<file path="src/hdl/drps_pkg.sv">
package drps_pkg;

	// Fixed number formats
	localparam int ANGLE_BITS = 32;
	localparam int FRAC_BITS = ANGLE_BITS - 2;
	localparam int DW = 40;
	localparam int CORDIC_STEPS_DEF = 32;
	localparam int ITER_W = 6;

	localparam logic [15:0] GAIN_RESET = 16'd14131;
	localparam logic signed [DW-1:0] HALF_TURN = DW'(64'h8000_0000);
	localparam logic signed [DW-1:0] QUARTER_TURN = DW'(64'h4000_0000);
	localparam logic signed [DW-1:0] NEG_QUARTER_TURN = -QUARTER_TURN;
	// inverse CORDIC gain, Q30
	localparam logic signed [DW-1:0] KINV = DW'(64'h26DD_3B6A);
	localparam logic [63:0] INV_PI_Q64 = 64'h517C_C1B7_2722_0A94;

	typedef enum logic [3:0] {
		OP_NONE,
		OP_CAPTURE,
		OP_PREP,
		OP_ROT_INIT,
		OP_ITER,
		OP_ROT_DONE,
		OP_MUL,
		OP_MUL_WR,
		OP_VEC_INIT,
		OP_VEC_DONE,
		OP_OUT
	} op_t;

	typedef struct packed {
		op_t op;
		logic [2:0] sel;
		logic [ITER_W-1:0] iter;
	} drps_cmd_t;

	typedef enum logic [3:0] {
		ST_IDLE,
		ST_PREP,
		ST_ROT_INIT,
		ST_ROT_ITER,
		ST_ROT_DONE,
		ST_MUL,
		ST_MUL_WR,
		ST_VEC_INIT,
		ST_VEC_ITER,
		ST_VEC_DONE,
		ST_OUT
	} state_t;

	// atan(2^-i) as a binary angle, from the truncated series times 1/pi
	function automatic logic signed [DW-1:0] atan_entry(input int i);
		logic [63:0] acc;
		logic [63:0] term;
		logic [63:0] num;
		logic [63:0] rem;
		logic [127:0] prod;
		int m;
		bit done;
		acc = '0;
		done = 1'b0;
		if (i == 0) begin
			return QUARTER_TURN >>> 1;
		end
		for (int k = 0; k < 64; k++) begin
			m = 2 * k + 1;
			if (!done && (i * m <= 62)) begin
				num = 64'd1 << (62 - i * m);
				rem = '0;
				term = '0;
				// restoring long division by m
				for (int b = 63; b >= 0; b--) begin
					rem = {rem[62:0], num[b]};
					if (rem >= 64'(m)) begin
						rem = rem - 64'(m);
						term[b] = 1'b1;
					end
				end
				if (k % 2 == 1) acc = acc - term;
				else acc = acc + term;
			end else begin
				done = 1'b1;
			end
		end
		prod = {64'd0, acc} * {64'd0, INV_PI_Q64};
		return DW'(prod[127:95]);
	endfunction

endpackage

</file>
<file path="src/hdl/drps_ctrl.sv">
module drps_ctrl #(
	parameter int CORDIC_STEPS = drps_pkg::CORDIC_STEPS_DEF
) (
	input  logic clk,
	input  logic arst_n,
	input  logic in_valid,
	input  logic in_tick,
	output logic in_ready,
	output logic out_valid,
	input  logic out_ready,
	output drps_pkg::drps_cmd_t cmd
);
	import drps_pkg::*;

	localparam int IW = $clog2(CORDIC_STEPS);
	localparam logic [IW-1:0] LAST_ITER = IW'(CORDIC_STEPS - 1);
	localparam logic [2:0] PH_SINCOS_LAST = 3'd2;
	localparam logic [2:0] PH_MUL_W = 3'd5;
	localparam logic [2:0] PH_MUL_HM = 3'd6;

	state_t state_q, state_d;
	logic [2:0] phase_q, phase_d;
	logic [IW-1:0] iter_q, iter_d;
	logic out_valid_q;

	// state registers
	always_ff @(posedge clk or negedge arst_n) begin
		if (!arst_n) begin
			state_q <= ST_IDLE;
			phase_q <= '0;
			iter_q <= '0;
			out_valid_q <= 1'b0;
		end else begin
			state_q <= state_d;
			phase_q <= phase_d;
			iter_q <= iter_d;
			if (cmd.op == OP_OUT) out_valid_q <= 1'b1;
			else if (out_ready) out_valid_q <= 1'b0;
		end
	end

	assign out_valid = out_valid_q;

	// sequencer
	always_comb begin
		state_d = state_q;
		phase_d = phase_q;
		iter_d = iter_q;
		in_ready = 1'b0;
		cmd.op = OP_NONE;
		cmd.sel = phase_q;
		cmd.iter = ITER_W'(iter_q);
		case (state_q)
			ST_IDLE: begin
				in_ready = 1'b1;
				if (in_valid) begin
					cmd.op = OP_CAPTURE;
					state_d = in_tick ? ST_PREP : ST_OUT;
				end
			end
			ST_PREP: begin
				cmd.op = OP_PREP;
				phase_d = '0;
				state_d = ST_ROT_INIT;
			end
			ST_ROT_INIT: begin
				cmd.op = OP_ROT_INIT;
				iter_d = '0;
				state_d = ST_ROT_ITER;
			end
			ST_ROT_ITER: begin
				cmd.op = OP_ITER;
				iter_d = iter_q + 1'b1;
				if (iter_q == LAST_ITER) state_d = ST_ROT_DONE;
			end
			ST_ROT_DONE: begin
				cmd.op = OP_ROT_DONE;
				if (phase_q == PH_SINCOS_LAST) begin
					phase_d = '0;
					state_d = ST_MUL;
				end else begin
					phase_d = phase_q + 1'b1;
					state_d = ST_ROT_INIT;
				end
			end
			ST_MUL: begin
				cmd.op = OP_MUL;
				state_d = ST_MUL_WR;
			end
			ST_MUL_WR: begin
				cmd.op = OP_MUL_WR;
				if (phase_q == PH_MUL_W) begin
					phase_d = 3'd0;
					state_d = ST_VEC_INIT;
				end else if (phase_q == PH_MUL_HM) begin
					phase_d = 3'd1;
					state_d = ST_VEC_INIT;
				end else begin
					phase_d = phase_q + 1'b1;
					state_d = ST_MUL;
				end
			end
			ST_VEC_INIT: begin
				cmd.op = OP_VEC_INIT;
				iter_d = '0;
				state_d = ST_VEC_ITER;
			end
			ST_VEC_ITER: begin
				cmd.op = OP_ITER;
				iter_d = iter_q + 1'b1;
				if (iter_q == LAST_ITER) state_d = ST_VEC_DONE;
			end
			ST_VEC_DONE: begin
				cmd.op = OP_VEC_DONE;
				if (phase_q == 3'd0) begin
					phase_d = PH_MUL_HM;
					state_d = ST_MUL;
				end else begin
					state_d = ST_OUT;
				end
			end
			ST_OUT: begin
				// wait for the output register to free up
				if (!out_valid_q || out_ready) begin
					cmd.op = OP_OUT;
					state_d = ST_IDLE;
				end
			end
			default: begin
				state_d = ST_IDLE;
			end
		endcase
	end

endmodule

</file>
<file path="config.mk">
export PLATFORM = sky130hd
export DESIGN_NAME = drps_ctrl
export DESIGN_NICKNAME = d
export VERILOG_FILES = /design/src/hdl/drps_pkg.sv /design/src/hdl/drps_ctrl.sv
export SDC_FILE = /design/constraint.sdc
export NUM_CORES = 1
export LEC_CHECK = 0
export BUFFER_PORTS_ARGS = -buffer_cell sky130_fd_sc_hd__buf_4
export CORE_ASPECT_RATIO = 1.5
export CORE_UTILIZATION = 47
export CTS_CLUSTER_DIAMETER = 60
export DETAILED_ROUTE_END_ITERATION = 10
export GPL_TIMING_DRIVEN = 0
export PLACE_DENSITY = 0.74
export SLEW_MARGIN = 20
export SYNTH_ARGS = -nofsm -noshare
export SYNTH_HDL_FRONTEND = slang
export SYNTH_SLANG_ARGS = --single-unit
export TNS_END_PERCENT = 50
</file>
<file path="constraint.sdc">
create_clock -name clk -period 2.6 [get_ports clk]
set_input_delay 0.52 -clock clk [delete_from_list [all_inputs] [get_ports clk]]
set_output_delay 0.52 -clock clk [all_outputs]
set_load 0.01 [all_outputs]
</file>
Yosys cells after proc, flatten, opt, wreduce, memory -nomap -nowiden --
Cells that the tools add are included.
Storage, ports and cells: register bits after elaboration 13, input port bits 5, output and inout bits 15, word-level logic and storage cells 59
Cells by class: add/sub/neg operators 2, eq/ne operators 20, multiplexer cells 22, reductions and logical operators 11
Operator list (count):
- 4-bit one-hot mux with 11 select lines | 1
- 4-bit one-hot mux with 10 select lines | 1
- 4-bit 2-to-1 mux | 7
- 4-bit by 3-bit == test with 1-bit output (second input constant) | 4
- 4-bit == test (second input constant) | 4
- 3-bit 2-to-1 mux | 5
- 3-bit one-hot mux with 4 select lines | 1
- 2-bit inequality test (second input constant) | 5
- 5-bit one-hot mux with 2 select lines | 1
- 4-bit by 2-bit == test with 1-bit output (second input constant) | 2
- 3-bit == test (second input constant) | 2
- 5-bit by 1-bit adder with 5-bit output (second input constant) | 1
- 5-bit == test (second input constant) | 1
- 4-bit by 1-bit == test with 1-bit output (second input constant) | 1
- 4-bit logical NOT | 1
- 1-bit 2-to-1 mux | 4
- 2-bit 2-to-1 mux | 2
- 4-bit AND reduction | 1
- 2-bit nonzero test | 2
- 4-bit nonzero test | 1
- 2-bit OR reduction | 2
- 3-bit by 1-bit adder with 3-bit output (second input constant) | 1
- 3-bit by 2-bit == test with 1-bit output (second input constant) | 1
- 3-bit logical NOT | 1
- 3 further kinds | 3

Logic depth before layout (Yosys ltp) --
Gate-level depths: netlist of the first run.
depth after elaboration 6, depth in mapped cells 7

Worst setup path after synthesis of the first run --
OpenSTA, ideal clock, no wires.
path type register -> register, from reg iter_q[0], to reg state_q[3], arrival 1886 ps, required time 2521 ps, slack 635 ps, stages on the path, launching flop included 8, path through dfrtp_1 -> ha_1 -> and3_1 -> ha_1 -> mux2_4 -> o32a_1 -> o22ai_2 -> mux2i_1
On the way: longest elaborated chain between the ends 3, elaborated cells on any way between the ends 4
RTL lines:
- from (decl) | RTL line drps_ctrl.sv:23 | logic [IW-1:0] iter_q, iter_d;
- from (signal assigned) | RTL line drps_ctrl.sv:36 | iter_q <= iter_d;
- 5-bit == test * | RTL line drps_ctrl.sv:74, drps_ctrl.sv:111
- 2-bit inequality test (no source line)
- 4-bit AND reduction (no source line) *
- to (signal assigned) | RTL line drps_ctrl.sv:34 | state_q <= state_d;
- to (decl) | RTL line drps_ctrl.sv:21 | state_t state_q, state_d;
Every way passes the cells marked *; elsewhere a longest branch is shown, timed or not. A chain may end at the register's enable or synchronous reset.

==> results of run 1 <==
==> worst max-delay path, stage by stage (launching register included) <==
cell	delay (ps)
dfrtp_1	350
buf_6	140
buf_4	170
buf_2	240
nand3_1	210
o21ai_0	150
buf_4	150
==> worst paths after layout <==
path	end	slack (ps)	cells after the start
max in group asynchronous	iter_q[4]	2370	1
worst max register to register	state_q[3]	470	7
min in group clk	out_valid	550	3
worst min-delay path	phase_q[1]	70	1
worst min register to register	out_valid	570	2
worst max-delay path	cmd[12]	390	6
==> synth_stat cells, types with 2 or more instances <==
| master | instances |
|---|---|
| nor2_1 | 10 |
| o31a_1 | 2 |
| inv_1 | 2 |
| a211o_1 | 2 |
| nand3_1 | 2 |
| o32a_1 | 2 |
| mux2i_1 | 2 |
| buf_2 | 7 |
| nor3b_1 | 3 |
| and3_1 | 2 |
| nand2_1 | 13 |
| a221o_1 | 3 |
| o21ai_1 | 3 |
| o21ai_0 | 9 |
| nand2b_1 | 2 |
| o22ai_1 | 2 |
| a22oi_1 | 6 |
| nor2b_1 | 9 |
| dfrtp_1 | 13 |
| a21oi_1 | 10 |
| o221ai_1 | 2 |
| xnor2_1 | 2 |
| buf_4 | 4 |
| ha_1 | 2 |
| nor3_1 | 4 |
| buf_6 | 2 |
| clkbuf_1 | 2 |
==> report_power, final <==
group / total, mW / switching, mW / internal, mW / leakage, nW
registers: 0.329 / 0.0585 / 0.271 / 0.170
logic: 1.19 / 0.663 / 0.525 / 0.415
clock network: 0.133 / 0.0731 / 0.0595 / 0.0150
==> through the flow <==
| stage | util [%] | hold slack [ps] | setup slack (ps) | std cells | total power, mW |
|---|---|---|---|---|---|
| floorplan | - | 224.4 | 634.7 | 146 | 1.166 |
| global route | 59.52 | 79.76 | 252.2 | 191 | 1.783 |
| global placement | 58.39 | 379.9 | 540.0 | 187 | 1.486 |
| detailed placement | 58.39 | 379.5 | 497.5 | 187 | 1.505 |
| CTS | 59.52 | 71.53 | 416.1 | 191 | 1.639 |
| finish | 59.52 | 66.53 | 392.9 | 191 | 1.649 |
==> routing by layer <==
layer	GRT usage (%)	routed length (µm)
met1	30.60	1247
met3	2.865	178
met5	0	0
met4	11.36	82
met2	44.32	1664
==> sequential cells by signal, summed over array words and instances (netlist names) <==
register / flops
phase_q: 3
state_q: 4
iter_q: 5
out_valid: 1
==> kinds of logic (layout without fill, tap and decap cells) <==
family	Yosys count	count (layout)	synth area share, %
fa+ha+maj	2	2	2.109
compound gates	52	52	30.80
mux	4	4	3.903
flops	13	13	27.43
simple gates	54	54	25.00
buf+inv	18	40	8.966
other cells	1	1	0.3162
xor+xnor	2	2	1.477
==> area by class of cell <==
type | count | area (µm²) | share of cell area (%)
well taps | 23 | 28.78 | 2.091
clock buffers | 4 | 26.28 | 1.909
repair buffers | 18 | 135.1 | 9.818
plain buffers | 15 | 95.09 | 6.909
multi-input cells | 115 | 754.5 | 54.82
inverters | 3 | 11.26 | 0.8182
flip-flops and latches | 13 | 325.3 | 23.64
==> flow_metrics.tcl, run 1 <==
set metrics [dict create \
    drc 0 \
    ios 20 \
    r2r_start "iter_q[0]" \
    synth_seq_cells 13 \
    syn_nets 153 \
    async_flop_share_pct 100.0 \
    dr.first_iter.drc_count 47 \
    drive_gt1_share_pct 23.81 \
    synthTopCellsByArea "dfrtp_1 27%, nor2b_1 4.7%, a21oi_1 4.2%" \
    post_cts_resize_count 0 \
    grt_max_degree 14 \
    wl_per_cell_um 16.61 \
    clkTransAtPathRegs_ps 90 \
    final_net_count 176 \
    antenna_left 0 \
    track_usage_pct 25.51 \
    crit_fanout 10 \
    cts_tree "built" \
    syn_to_final_growth_pct 16.03 \
    fin_crit_sh_pct 84.89 \
    worstPathRequired_ps 2080 \
    critPathCaptureType "output pin" \
    drv_slew 0 \
    synth_edf_count 0 \
    finalClockSkew_ps 5.197 \
    synth_area_per_cell_um2 8.124 \
    fin_area_um2 1376 \
    ir_worst_vdd_v 0.0004585 \
    most-common-layout-cells "22 x buf_4, 13 x nand2_1, 13 x dfrtp_1" \
    yosysTopAreaCellShare_pct 27.43 \
    coreArea_um2 2312 \
    worstPathArrival_ps 1690 \
    grt_pass1_vias 1232 \
    antenna_found_initial 0 \
    num_antenna_cells 0 \
    rows 21 \
    final.setup.tns_ps 0 \
    hp-class "primary input to asynchronous set/reset pin" \
    cts_buffers 3 \
    final_common_cell "buf_4" \
    die_w_um 43.02 \
    cts_setup_buffers 0 \
    dr_total_vias 1244 \
    placed_area_um2 1350 \
    netlist_area_um2 1186 \
    netlist_instances 146 \
    cts_max_level 1 \
    place_congestion 0.8512 \
    rsz0062_at_grt "false" \
    clkLatencyLatePin_ps 280 \
    grt_pass1_wl_mm 5.492 \
    initial_utilization_pct 51.30 \
    ys.flop_type "dfrtp_1" \
    cts_root_buffer "clkbuf_4" \
    n_fill_cell 224 \
    timing.fmax_ghz 0.4531 \
    dp_hpwl_mm 2.358 \
    maxCapViolCount 0 \
    synth_sequential_area_ratio_pct 27.43 \
    setup_viol 0 \
    drtPass1Iterations 4 \
    die-area_um2 2733 \
    critical_path_class "flop to output pin" \
    yosys.area.top_type "dfrtp_1" \
    ys_warn_count 0 \
    clock_sinks 13 \
    wirelength_mm 3.173 \
    crit_start "state_q[3]" \
    port_buffers 18 \
    p_per_area_nw_per_um2 1198 \
    start_kind "flop" \
    postCtsHoldBufs 0 \
    final.min_clock_period_ps 2207 \
    via_per_inst 6.513 \
    cts_max_path_buffers 2 \
    p_leak_nw 0.5999 \
    synth_cell_types 51 \
    gr-total-overflow 0 \
    status "complete, no violations" \
    hold_viol_final 0 \
    die_h_um 63.53 \
]
Power figures use the tool's default switching activity.
==> run 2: changes to the inputs <==
--- a/config.mk
+++ b/config.mk
@@ -11,7 +11,7 @@
 export CTS_CLUSTER_DIAMETER = 60
 export DETAILED_ROUTE_END_ITERATION = 10
 export GPL_TIMING_DRIVEN = 0
-export PLACE_DENSITY = 0.74
+export PLACE_DENSITY = 0.76
 export SLEW_MARGIN = 20
 export SYNTH_ARGS = -nofsm -noshare
 export SYNTH_HDL_FRONTEND = slang
==> constraint.sdc (replaced) <==
create_clock -name clk -period 2 [get_ports clk]
set_input_delay 0.4 -clock clk [delete_from_list [all_inputs] [get_ports clk]]
set_output_delay 0.4 -clock clk [all_outputs]
set_load 0.01 [all_outputs]
==> run 2 against run 1 <==
Effect of this change: count of clock-buffer cells in the layout unchanged; via count up 2.4%; die area unchanged; design area up 7.6%; global-route usage about the same.
==> flow_metrics.tcl, run 2 (synthesis results as in run 1) <==
set metrics [dict create \
    status "complete, no violations" \
    place_ws_ps -86.60 \
    finalNonFillerCells 195 \
    antenna_left 0 \
    most-common-layout-cells "28 x buf_4, 13 x nand2_1, 10 x a21oi_1, 10 x dfrtp_1, 9 x nor2_1" \
    cts_tree "built" \
    hold_viol_final 0 \
    dp_hpwl_mm 2.304 \
    wl_per_cell_um 17.03 \
    worstPathRequired_ps 1600 \
    cts_max_path_buffers 2 \
    die-area_um2 2733 \
    p_leak_nw 0.6244 \
    fin_crit_sh_pct 99.41 \
    ios 20 \
    largest_reg_flops 5 \
    switchingPower_mw 1.096 \
    dr_total_vias 1274 \
    syn_to_final_growth_pct 24.89 \
    r2r_cells 7 \
    top_regs "iter_q x5, state_q x4, phase_q x3" \
    worstPathArrival_ps 1590 \
    final.min_clock_period_ps 1988 \
    drc 0 \
    wirelength_mm 3.320 \
    cts_max_level 1 \
    p_comb_share_pct 73.9 \
    largest_register "iter_q" \
    drtPass1Iterations 4 \
    critPathTopFamily "flip-flops" \
    critPathCaptureType "output pin" \
    path_cells "clkbuf_4 -> nor3b_2 -> nor2_1 -> o22ai_1 -> buf_4" \
    grt_max_degree 20 \
    p_sw_share_pct 47.48 \
    path_buf_inv 2 \
    dr.first_iter.drc_count 75 \
    maxCapViolCount 0 \
    finalClockSkew_ps 7.302 \
    clkLatencyLatePin_ps 290 \
    final_common_cell "buf_4" \
    power_frac_seq_pct 18.4 \
    setup_viol 0 \
    track_usage_pct 25.50 \
    clkTransAtPathRegs_ps 80 \
    start_kind "flop" \
    drv_slew 0 \
    die_w_um 43.02 \
    max_stage_delay_ps 450 \
    critical-path-slowest-cell "dfrtp_2" \
    p_int_mw 1.212 \
    final_net_count 180 \
    rows 21 \
    cts_root_buffer "clkbuf_4" \
    place_inst 187 \
    gr-total-overflow 0 \
    port_buffers 18 \
    p_per_area_nw_per_um2 1558 \
    worstHoldPathCells 3 \
    place_congestion 0.8563 \
    num_antenna_cells 0 \
    die_h_um 63.53 \
    grt_pass1_wl_mm 5.444 \
    cts_buffers 3 \
    crit_fanout 10 \
    power_frac_clock_pct 7.7 \
    grt_pass1_vias 1187 \
    cp.depth 5 \
    drive_gt1_share_pct 33.14 \
    hp-class "primary input to flop" \
    timing.fmax_ghz 0.5030 \
    antenna_found_initial 0 \
    initial_utilization_pct 51.30 \
    ir_worst_vdd_v 0.0007603 \
    critical_path_class "flop to output pin" \
    post-route-util_pct 64.07 \
    via_per_inst 6.533 \
    coreArea_um2 2312 \
    clock_sinks 13 \
    worst_slack_ps 11.83 \
]
==> run 2: cell types whose count changed in the layout (fill, tap and decap cells not counted), sizes merged <==
cell	before	now
buf	31	34
dlygate4sd3	0	1
==> run 2: final cells by class <==
| cell class | count | area (µm²) |
|---|---|---|
| plain buffers | 14 | 105.1 |
| clock buffers | 4 | 26.28 |
| fillers | 213 | 830.8 |
| inverters | 3 | 11.26 |
| multi-input cells | 115 | 805.8 |
| flip-flops and latches | 13 | 329.1 |
| well taps | 23 | 28.78 |
| repair buffers | 23 | 175.2 |
==> run 2: worst paths after layout <==
kind	slack, ps	end	startpoint
worst min register to register	550	out_valid	out_valid
worst max-delay path	10	cmd[11]	state_q[0]
worst min-delay path	410	out_valid	out_ready
min in group asynchronous	490	phase_q[2]	arst_n
max in group asynchronous	1320	state_q[0]	arst_n
worst max register to register	70	state_q[3]	iter_q[0]
==> run 2: power groups by stage <==
stage / Clock (mW) / Combinational [mW] / Sequential (mW)
after floorplan: 0 / 1.07 / 0.443
after global placement: 0 / 1.50 / 0.432
after detailed placement: 0 / 1.52 / 0.435
after CTS: 0.175 / 1.57 / 0.418
after global routing: 0.183 / 1.85 / 0.435
final: 0.177 / 1.71 / 0.425
==> run 2: metrics by stage <==
stage          power (mW)  hold WS [ps]  area, µm²  TNS [ps]
2_1_floorplan       1.515         104.4       1186         0
3_3_place_gp        1.929         260.0       1350    -70.79
3_5_place_dp        1.951         261.8       1350    -146.8
4_1_cts             2.166         422.0       1409   -0.4546
5_1_grt             2.473         458.3       1481    -6.671
6_report            2.308         414.3       1481         0
==> run 2: worst min-delay path: stages <==
cell      delay (ps)
buf_4             80
nand2b_1         120
nand2_1           60
==> run 2: what timing repair did <==
item | in CTS | in global routing
hold buffers | 1 | 0
endpoints found under the setup margin | 8 | 6
pin swaps | 1 | 1
hold endpoints to repair | 13 | 0
setup buffers | 2 | 2
gates resized for setup | 7 | 19
==> run 2: per-layer routing <==
metal	wire (µm)	GRT usage, %
met1	1327	32.56
met2	1707	42.05
met3	164	2.292
met4	121	12.50
met5	0	0
==> run 3: changes to the inputs <==
--- a/config.mk
+++ b/config.mk
@@ -11,7 +11,7 @@
 export CTS_CLUSTER_DIAMETER = 60
 export DETAILED_ROUTE_END_ITERATION = 10
 export GPL_TIMING_DRIVEN = 0
-export PLACE_DENSITY = 0.76
+export PLACE_DENSITY = 0.74
 export SLEW_MARGIN = 20
 export SYNTH_ARGS = -nofsm -noshare
 export SYNTH_HDL_FRONTEND = slang
==> constraint.sdc (replaced) <==
create_clock -name clk -period 1.9 [get_ports clk]
set_input_delay 0.38 -clock clk [delete_from_list [all_inputs] [get_ports clk]]
set_output_delay 0.38 -clock clk [all_outputs]
set_load 0.01 [all_outputs]
==> run 3 against run 2 <==
Effect of this change: the flow now finishes with violations (negative setup slack); sequential share of layout area is 0.69 points lower; global-route usage is 0.47 points higher; combinational power is 9% higher; sequential power is 6.1% higher; final cell count stayed put; critical endpoint is now state_q[3].
==> flow_metrics.tcl, run 3 (synthesis results as in run 1) <==
set metrics [dict create \
    largest_reg_flops 5 \
    hold_viol_final 0 \
    final_common_cell "buf_4" \
    hold_slack_ps 429.9 \
    wl_per_cell_um 17.37 \
    worstPathArrival_ps 2160 \
    place_congestion 0.8450 \
    die-area_um2 2733 \
    port_buffers 18 \
    coreArea_um2 2312 \
    fin_crit_sh_pct 102.5 \
    cts_max_level 1 \
    die_w_um 43.02 \
    switchingPower_mw 1.180 \
    cts_max_path_buffers 2 \
    drtPass1Iterations 4 \
    rows 21 \
    n_fill_cell 201 \
    final.min_clock_period_ps 1948 \
    clkTransAtPathRegs_ps 90 \
    p_sw_share_pct 47.33 \
    syn_to_final_growth_pct 28.90 \
    post-route-util_pct 66.13 \
    drc 0 \
    grt_busiest_layer "met2" \
    ff2ff_setup_slack_ps -50 \
    track_usage_pct 25.97 \
    worst_pin_slew_ps 541.1 \
    top_regs "iter_q x5, state_q x4, phase_q x3" \
    cts_buffers 3 \
    dr.first_iter.drc_count 59 \
    grt_pass1_vias 1196 \
    ios 20 \
    final_net_count 180 \
    critical_path_class "flop to flop" \
    p_comb_share_pct 74.4 \
    gr-total-overflow 0 \
    clkLatencyLatePin_ps 290 \
    most-common-layout-cells "25 x buf_4, 13 x nand2_1, 10 x a21oi_1, 10 x dfrtp_1, 9 x nor2_1" \
    finalClockSkew_ps 5.484 \
    num_antenna_cells 0 \
    antenna_found_initial 0 \
    relSlewSlack_pct 63.65 \
    clock_sinks 13 \
    violations "negative setup slack" \
    grt_pass1_wl_mm 5.526 \
    die_h_um 63.53 \
    drive_gt1_share_pct 34.30 \
    grt_util_met2_pct 44.70 \
    via_per_inst 6.467 \
    wirelength_mm 3.388 \
    drv_slew 0 \
    status "finished, violations left" \
    multi_input_area_um2 828.3 \
    cts_tree "built" \
    p_int_mw 1.314 \
    power_frac_seq_pct 18.1 \
    cts_root_buffer "clkbuf_4" \
    met1_usage_pct 32.26 \
    initial_utilization_pct 51.30 \
    worstPathRequired_ps 2110 \
    antenna_left 0 \
    power_frac_clock_pct 7.5 \
    place_ws_ps -162.8 \
    timing.fmax_ghz 0.5134 \
    dr_total_vias 1261 \
    p_leak_nw 0.6338 \
    setup_viol 1 \
    dp_hpwl_mm 2.346 \
    largest_register "iter_q" \
    p_per_area_nw_per_um2 1631 \
    start_kind "flop" \
    crit_fanout 4 \
    ir_worst_vdd_v 0.0007890 \
    grt_max_degree 20 \
    maxCapViolCount 0 \
    regArea_um2 329.1 \
    rsz0062_at_grt "true" \
    hp-class "primary input to flop" \
    met3_usage_pct 2.579 \
    worst_slack_ps -47.67 \
    critPathCaptureType "flop" \
]
run 3: changes by cell type in the layout (fill, tap and decap cells not counted), moves of 2 or more:
cell	previous run	this run
buf_8	0	2
buf_6	3	5
nor3_2	0	2
buf_4	28	25
run 3: stage by stage:
step | cell area (µm²) | cells | setup TNS [ps] | power [mW]
2_1_floorplan | 1204 | 146 | 0 | 1.609
3_3_place_gp | 1368 | 187 | -155.0 | 2.047
3_5_place_dp | 1368 | 187 | -337.4 | 2.078
4_1_cts | 1471 | 193 | -50.97 | 2.351
5_1_grt | 1529 | 195 | -152.0 | 2.670
6_report | 1529 | 195 | -47.67 | 2.494
run 3: final timing paths:
path	to	startpoint	depth (start not counted)
max in group asynchronous	state_q[0]	arst_n	2
worst max-delay path	state_q[3]	iter_q[0]	7
worst min register to register	out_valid	out_valid	2
worst max register to register	state_q[3]	iter_q[0]	7
worst min-delay path	out_valid	out_ready	3
min in group asynchronous	phase_q[1]	arst_n	2
run 3: what timing repair did:
action | in CTS | in global routing
setup buffers | 2 | 2
endpoints found under the setup margin | 9 | 8
hold buffers | 1 | 0
hold endpoints to repair | 13 | 0
resized for setup | 17 | 12
pin swaps | 2 | 1
run 3: layer usage:
layer	share of wire [%]	vias to the layer above
met5	0	-
met4	2.2	0
met3	3.9	10
met2	52	39
met1	42	614
li1	-	598
run 3: worst max-delay path, stage by stage (launching register included):
cell,delay (ps)
dfrtp_2,440
ha_4,170
and3_4,190
ha_4,160
mux2_4,260
o32a_1,190
o22ai_4,210
mux2i_1,230
run 3: power groups by stage:
stage | clock, mW | sequential, mW | combinational, mW
after floorplan | 0 | 0.475 | 1.13
after global placement | 0 | 0.463 | 1.58
after detailed placement | 0 | 0.466 | 1.61
after CTS | 0.184 | 0.444 | 1.72
after global routing | 0.191 | 0.460 | 2.02
final | 0.186 | 0.451 | 1.86
run 3: cell type report:
type / count / share of cell area, %
sequential: 13 / 21.52
inverter: 3 / 0.7365
buffer: 14 / 8.511
tap: 23 / 1.882
clock buffer: 4 / 1.718
timing repair buffer: 23 / 11.46
multi-input combinational: 115 / 54.17
